$ cat config.mk
export PLATFORM = sky130hd
export DESIGN_NAME = cdg_ctrl
export DESIGN_NICKNAME = d
export VERILOG_FILES = /design/src/hdl/cdg_pkg.sv /design/src/hdl/cdg_ctrl.sv
export SDC_FILE = /design/constraint.sdc
export NUM_CORES = 1
export LEC_CHECK = 0
export ABC_AREA = 1
export BUFFER_PORTS_ARGS = -buffer_cell sky130_fd_sc_hd__buf_4
export CAP_MARGIN = 10
export CORE_AREA = 4 4 41 43
export CTS_CLUSTER_DIAMETER = 30
export DETAILED_ROUTE_END_ITERATION = 16
export DIE_AREA = 0 0 45 47
export PLACE_DENSITY = 0.51
export SETUP_SLACK_MARGIN = 0.5
export SYNTH_ARGS = -nofsm -noshare
export SYNTH_HDL_FRONTEND = slang
export SYNTH_SLANG_ARGS = --single-unit
$ cat constraint.sdc
create_clock -name clock -period 1.3 [get_ports clock]
set_input_delay 0 -clock clock [delete_from_list [all_inputs] [get_ports clock]]
set_output_delay 0 -clock clock [all_outputs]
set_load 0.01 [all_outputs]
$ cat src/hdl/cdg_pkg.sv
// shared types and constants for the graphics command decoder
`timescale 1ns / 1ps
package cdg_pkg;
   localparam int FrameWidth  = 300;
   localparam int FrameHeight = 216;
   localparam int FrameDepth  = FrameWidth * FrameHeight;
   // each word holds one six-pixel tile row, tile columns are 6 wide
   localparam int ColWords    = (FrameWidth + 5) / 6;
   localparam int WordDepth   = ColWords * FrameHeight;
   localparam int WordAddrW   = $clog2(WordDepth);
   localparam int ColW        = $clog2(ColWords);

   localparam logic [5:0] InstrPreset     = 6'd1;
   localparam logic [5:0] InstrBorder     = 6'd2;
   localparam logic [5:0] InstrTile       = 6'd6;
   localparam logic [5:0] InstrScroll     = 6'd20;
   localparam logic [5:0] InstrScrollCopy = 6'd24;
   localparam logic [5:0] InstrTransp     = 6'd28;
   localparam logic [5:0] InstrPalLo      = 6'd30;
   localparam logic [5:0] InstrPalHi      = 6'd31;
   localparam logic [5:0] InstrTileXor    = 6'd38;

   localparam logic [1:0] StatusDone    = 2'd0;
   localparam logic [1:0] StatusUnimpl  = 2'd1;
   localparam logic [1:0] StatusUnknown = 2'd2;

   // controller to datapath
   typedef struct packed {
      logic load;       // capture request item
      logic rd;         // issue a memory read
      logic wr;         // write the word read back
      logic fill;       // write the preset word
      logic pal_wr;     // load the palette
      logic rsp_load;   // capture result
   } cmd_type;

   // datapath to controller
   typedef struct packed {
      logic is_read;
      logic is_tile;
      logic is_fill;
      logic is_pal;
      logic [1:0] status;
      logic last;       // current row or fill word is the last one
   } stat_type;

   function automatic logic [7:0] times15(input logic [3:0] v);
      return {v, 4'b0000} - {4'b0000, v};
   endfunction
endpackage

$ cat src/hdl/cdg_ctrl.sv
// controller state machine for the graphics command decoder
`timescale 1ns / 1ps
module cdg_ctrl import cdg_pkg::*; (
   input  logic     clock,
   input  logic     reset,
   input  logic     req_valid,
   output logic     req_ready,
   output logic     rsp_valid,
   input  logic     rsp_ready,
   output cmd_type  cmd,
   input  stat_type stat
);
   localparam logic [2:0] StIdle  = 3'd0;
   localparam logic [2:0] StDec   = 3'd1;
   localparam logic [2:0] StRead  = 3'd2;
   localparam logic [2:0] StWrite = 3'd3;
   localparam logic [2:0] StFill  = 3'd4;
   localparam logic [2:0] StRsp   = 3'd5;
   localparam logic [2:0] StWait  = 3'd6;

   logic [2:0] state_ff, state_in;
   logic       vld_ff, vld_in;

   assign req_ready = state_ff == StIdle;
   assign rsp_valid = vld_ff;

   always_comb begin
      state_in = state_ff;
      vld_in   = vld_ff && !rsp_ready;
      cmd      = '0;
      unique case (state_ff)
         StIdle: begin
            if (req_valid) begin
               cmd.load = 1'b1;
               state_in = StDec;
            end
         end
         StDec: begin
            if (stat.is_read) begin
               state_in = StWait;
            end else if (stat.is_tile) begin
               cmd.rd   = 1'b1;
               state_in = StRead;
            end else if (stat.is_fill) begin
               state_in = StFill;
            end else begin
               cmd.pal_wr = stat.is_pal;
               state_in   = StRsp;
            end
         end
         StRead: begin
            state_in = StWrite;
         end
         StWrite: begin
            cmd.wr = 1'b1;
            if (stat.last) state_in = StRsp;
            else begin
               state_in = StDec;
            end
         end
         StFill: begin
            cmd.fill = 1'b1;
            if (stat.last) state_in = StRsp;
         end
         StWait: begin
            state_in = StRsp;
         end
         StRsp: begin
            if (!vld_ff || rsp_ready) begin
               cmd.rsp_load = 1'b1;
               vld_in       = 1'b1;
               state_in     = StIdle;
            end
         end
         default: state_in = StIdle;
      endcase
   end

   always_ff @(posedge clock) begin
      if (reset) begin
         state_ff <= StIdle;
         vld_ff   <= 1'b0;
      end else begin
         state_ff <= state_in;
         vld_ff   <= vld_in;
      end
   end

   a_one_cmd: assert property (@(posedge clock) disable iff (reset)
      $countones({cmd.load, cmd.wr, cmd.fill, cmd.rsp_load}) <= 1)
      else $error("more than one command at once");
   a_rsp_hold: assert property (@(posedge clock) disable iff (reset)
      vld_ff && !rsp_ready |=> vld_ff)
      else $error("result dropped while stalled");
   a_load_idle: assert property (@(posedge clock) disable iff (reset)
      cmd.load |=> state_ff == StDec)
      else $error("item load did not start decode");
endmodule

==> flow_metrics.tcl <==
set metrics [dict create \
    cts.sinks 4 \
    cp_slowest_cell "dfxtp_4" \
    tritoncts "done" \
    syn2layout_area_growth_pct 95.76 \
    drt-initial-drc-count 11 \
    cap_viol_max_count 0 \
    cts_buffer_depth 2 \
    clk_transition_reported_paths_ns 0.04 \
    syn_area_um2 295.3 \
    clock_latency_ns 0.24 \
    fp-row-count 13 \
    ys_seq_area_share_pct 27.12 \
    crit_path_max_fanout 5 \
    rr_startpoint "state_ff[0]" \
    core_area_mm2 0.001301 \
    n_antenna_cell 0 \
    clkPwrFrac_pct 22.8 \
    synth_top_area_share_pct 27.12 \
    synthMuxAreaShare_pct 0 \
    switching_share_pct 37.55 \
    multi_input_area_um2 216.5 \
    relSlewSlack_pct 87.89 \
    cts_buffers 3 \
    p_seq_share_pct 27.9 \
    timing.fmax_ghz 0.9459 \
    internal_power_w 0.0004626 \
    setup.worst_path.end "cmd[1]" \
    syn_inst 53 \
    grt_antenna_before_repair 0 \
    finalWorstPathRequiredPeriod_ns 1.057 \
    synth_area_leaders "dfxtp_1 27%, inv_1 14%, nor2_1 13%" \
    finalHoldViolCount 0 \
    ff_latch_area_um2 91.34 \
    vias_per_cell 4.319 \
    final_common_cell "buf_4" \
    synth_top_family_by_area "simple AND/OR/NAND/NOR gates" \
    drc 0 \
    layout_common_cells "21 x buf_4, 10 x inv_1, 10 x nor2_1, 8 x nand2_1" \
    antenna_left 0 \
    setup_viol 0 \
    setup_tns_ns 0 \
    worstPathRequired_ns 1.30 \
    avgRoutedWirePerCell_um 8.787 \
    cts_max_level 1 \
    rsz0062_at_grt "yes" \
    start_kind "flip-flop" \
    grt_usage_pct 9.407 \
    nets 91 \
    drive_above_1_share_pct 54.43 \
    ir_drop_v 0.0007111 \
    grt_max_degree 7 \
    dieArea_mm2 0.002115 \
    cpPeakStageDelay_ns 0.36 \
    comb_power_share_pct 49.3 \
    io_buffers 16 \
    firstDrtPassIters 4 \
    worstHoldStart "rsp_ready" \
    ys_ff_latch 4 \
    post-dp-hpwl_um 621.3 \
    synthAdderAreaFrac_pct 0 \
    ys.warnings.count 0 \
    synthXorXnorAreaFrac_pct 0 \
    power_switching_w 0.0002781 \
    dp_worst_setup_slack_ns 0.3587 \
    fin_crit_sh_pct 81.32 \
    die_x_um 45 \
    grt_pass1_vias 375 \
    crit_type "reg -> out" \
    status "finished clean" \
    cellLeakagePower_nw 0.3084 \
    avgSynthCellArea_um2 5.571 \
    drv_slew 0 \
    skew_ns 0.007859 \
    wl_um 826 \
    gr-total-overflow 0 \
    start_util_pct 22.69 \
    endpoint_kind "output pin" \
    synth_compound_area_share_pct 4.237 \
    dieHeight_um 47 \
    worst_slew_pin_slew_ns 0.1809 \
    setup_ws_ns 0.2428 \
    startpoint "state_ff[2]" \
    r2r_cells 7 \
    cp.arrival_ns 1.06 \
    cts-root-buf "clkbuf_4" \
    gp_congestion 0.7490 \
    power_density_mw_per_mm2 1281 \
    nFillCells 150 \
    ys_types 14 \
    num_vias 406 \
    r2r_end "state_ff[0]" \
    yosys.area_share.simple_pct 50.85 \
    worstHoldPathType "in -> reg" \
    ff2ff_setup_slack_ns 0.30 \
    grt_first_pass_wirelength_um 1414 \
    critical_path.cell_chain "inv_4, nand3_4, nor3b_2, buf_4" \
    syn-num-nets 64 \
    io_pins 19 \
    synth_largest_area_cell "dfxtp_1" \
]
-- critical path: cells and delay by family, from the launching register on --
kind,cells,cell delay (ns)
buffers and inverters,2,0.22
DFF,1,0.36
and+or+nand+nor,2,0.24
-- final cells by class --
cell class	instances	area share, %
multi-input combinational	35	37.45
timing repair buffer	22	29.00
sequential	4	15.80
inverter	14	9.957
clock buffer	4	4.545
tap	15	3.247
-- cell families after synthesis --
| logic type | after synthesis |
|---|---|
| compound gates | 2 |
| buf+inv | 14 |
| simple gates | 33 |
| flops | 4 |
-- power groups by stage --
stage,registers (W),logic [W],clock network (W)
floorplan,0.000193,0.000164,0
global placement,0.000200,0.000264,0
detailed placement,0.000201,0.000263,0
CTS,0.000208,0.000339,0.000178
global route,0.000213,0.000413,0.000186
finish,0.000206,0.000365,0.000169
-- timing repair --
action                     CTS  global route
hold buffers                 1             0
hold endpoints to repair     2             0
buffers inserted             4             1
gates resized for setup      9             3
pin swaps                    2             3
setup endpoints to repair   10            11
-- synthesized netlist by cell type --
master / instances
a211oi_1: 1
nand2_2: 1
nand2_1: 9
nor3b_1: 1
nor3_1: 4
inv_1: 11
nand4_1: 1
nand3_1: 4
nor2_2: 3
clkinv_1: 1
o21ai_1: 1
dfxtp_1: 4
nor2_1: 10
inv_2: 2
-- stage by stage --
step                      util, %  area [um2]  hold WS, ns  std cells   power, W
final                       44.42       578.1      0.09213         94  0.0007407
after global routing        44.42       578.1       0.1132         94  0.0008118
after CTS                   42.79       556.8      0.08516         93  0.0007251
after detailed placement    35.00       455.4       0.1871         84  0.0004640
after global placement      35.00       455.4       0.1875         84  0.0004641
after floorplan                 -       316.6      0.05069         53  0.0003564
-- state kept, by name, indices dropped and copies added (netlist names) --
| name | count |
|---|---|
| rsp_valid | 1 |
| state_ff | 3 |
-- worst min path at each step --
stage               slack, ns  cells past startpoint          end
floorplan                0.05                      1       cmd[4]
global placement         0.19                      2    rsp_valid
detailed placement       0.19                      2  state_ff[1]
CTS                      0.09                      4    rsp_valid
global route             0.11                      4    rsp_valid
finish                   0.09                      4    rsp_valid
-- layer usage --
| layer | global-route usage (%) | up-vias | part of all wire (%) |
|---|---|---|---|
| met5 | 0 | - | 0 |
| met4 | 5.263 | 0 | 1.2 |
| met3 | 3.448 | 2 | 9.9 |
| met2 | 14.97 | 16 | 46 |
| met1 | 10.93 | 172 | 42 |
| li1 | - | 216 | - |
(Power assumes the default switching activity.)
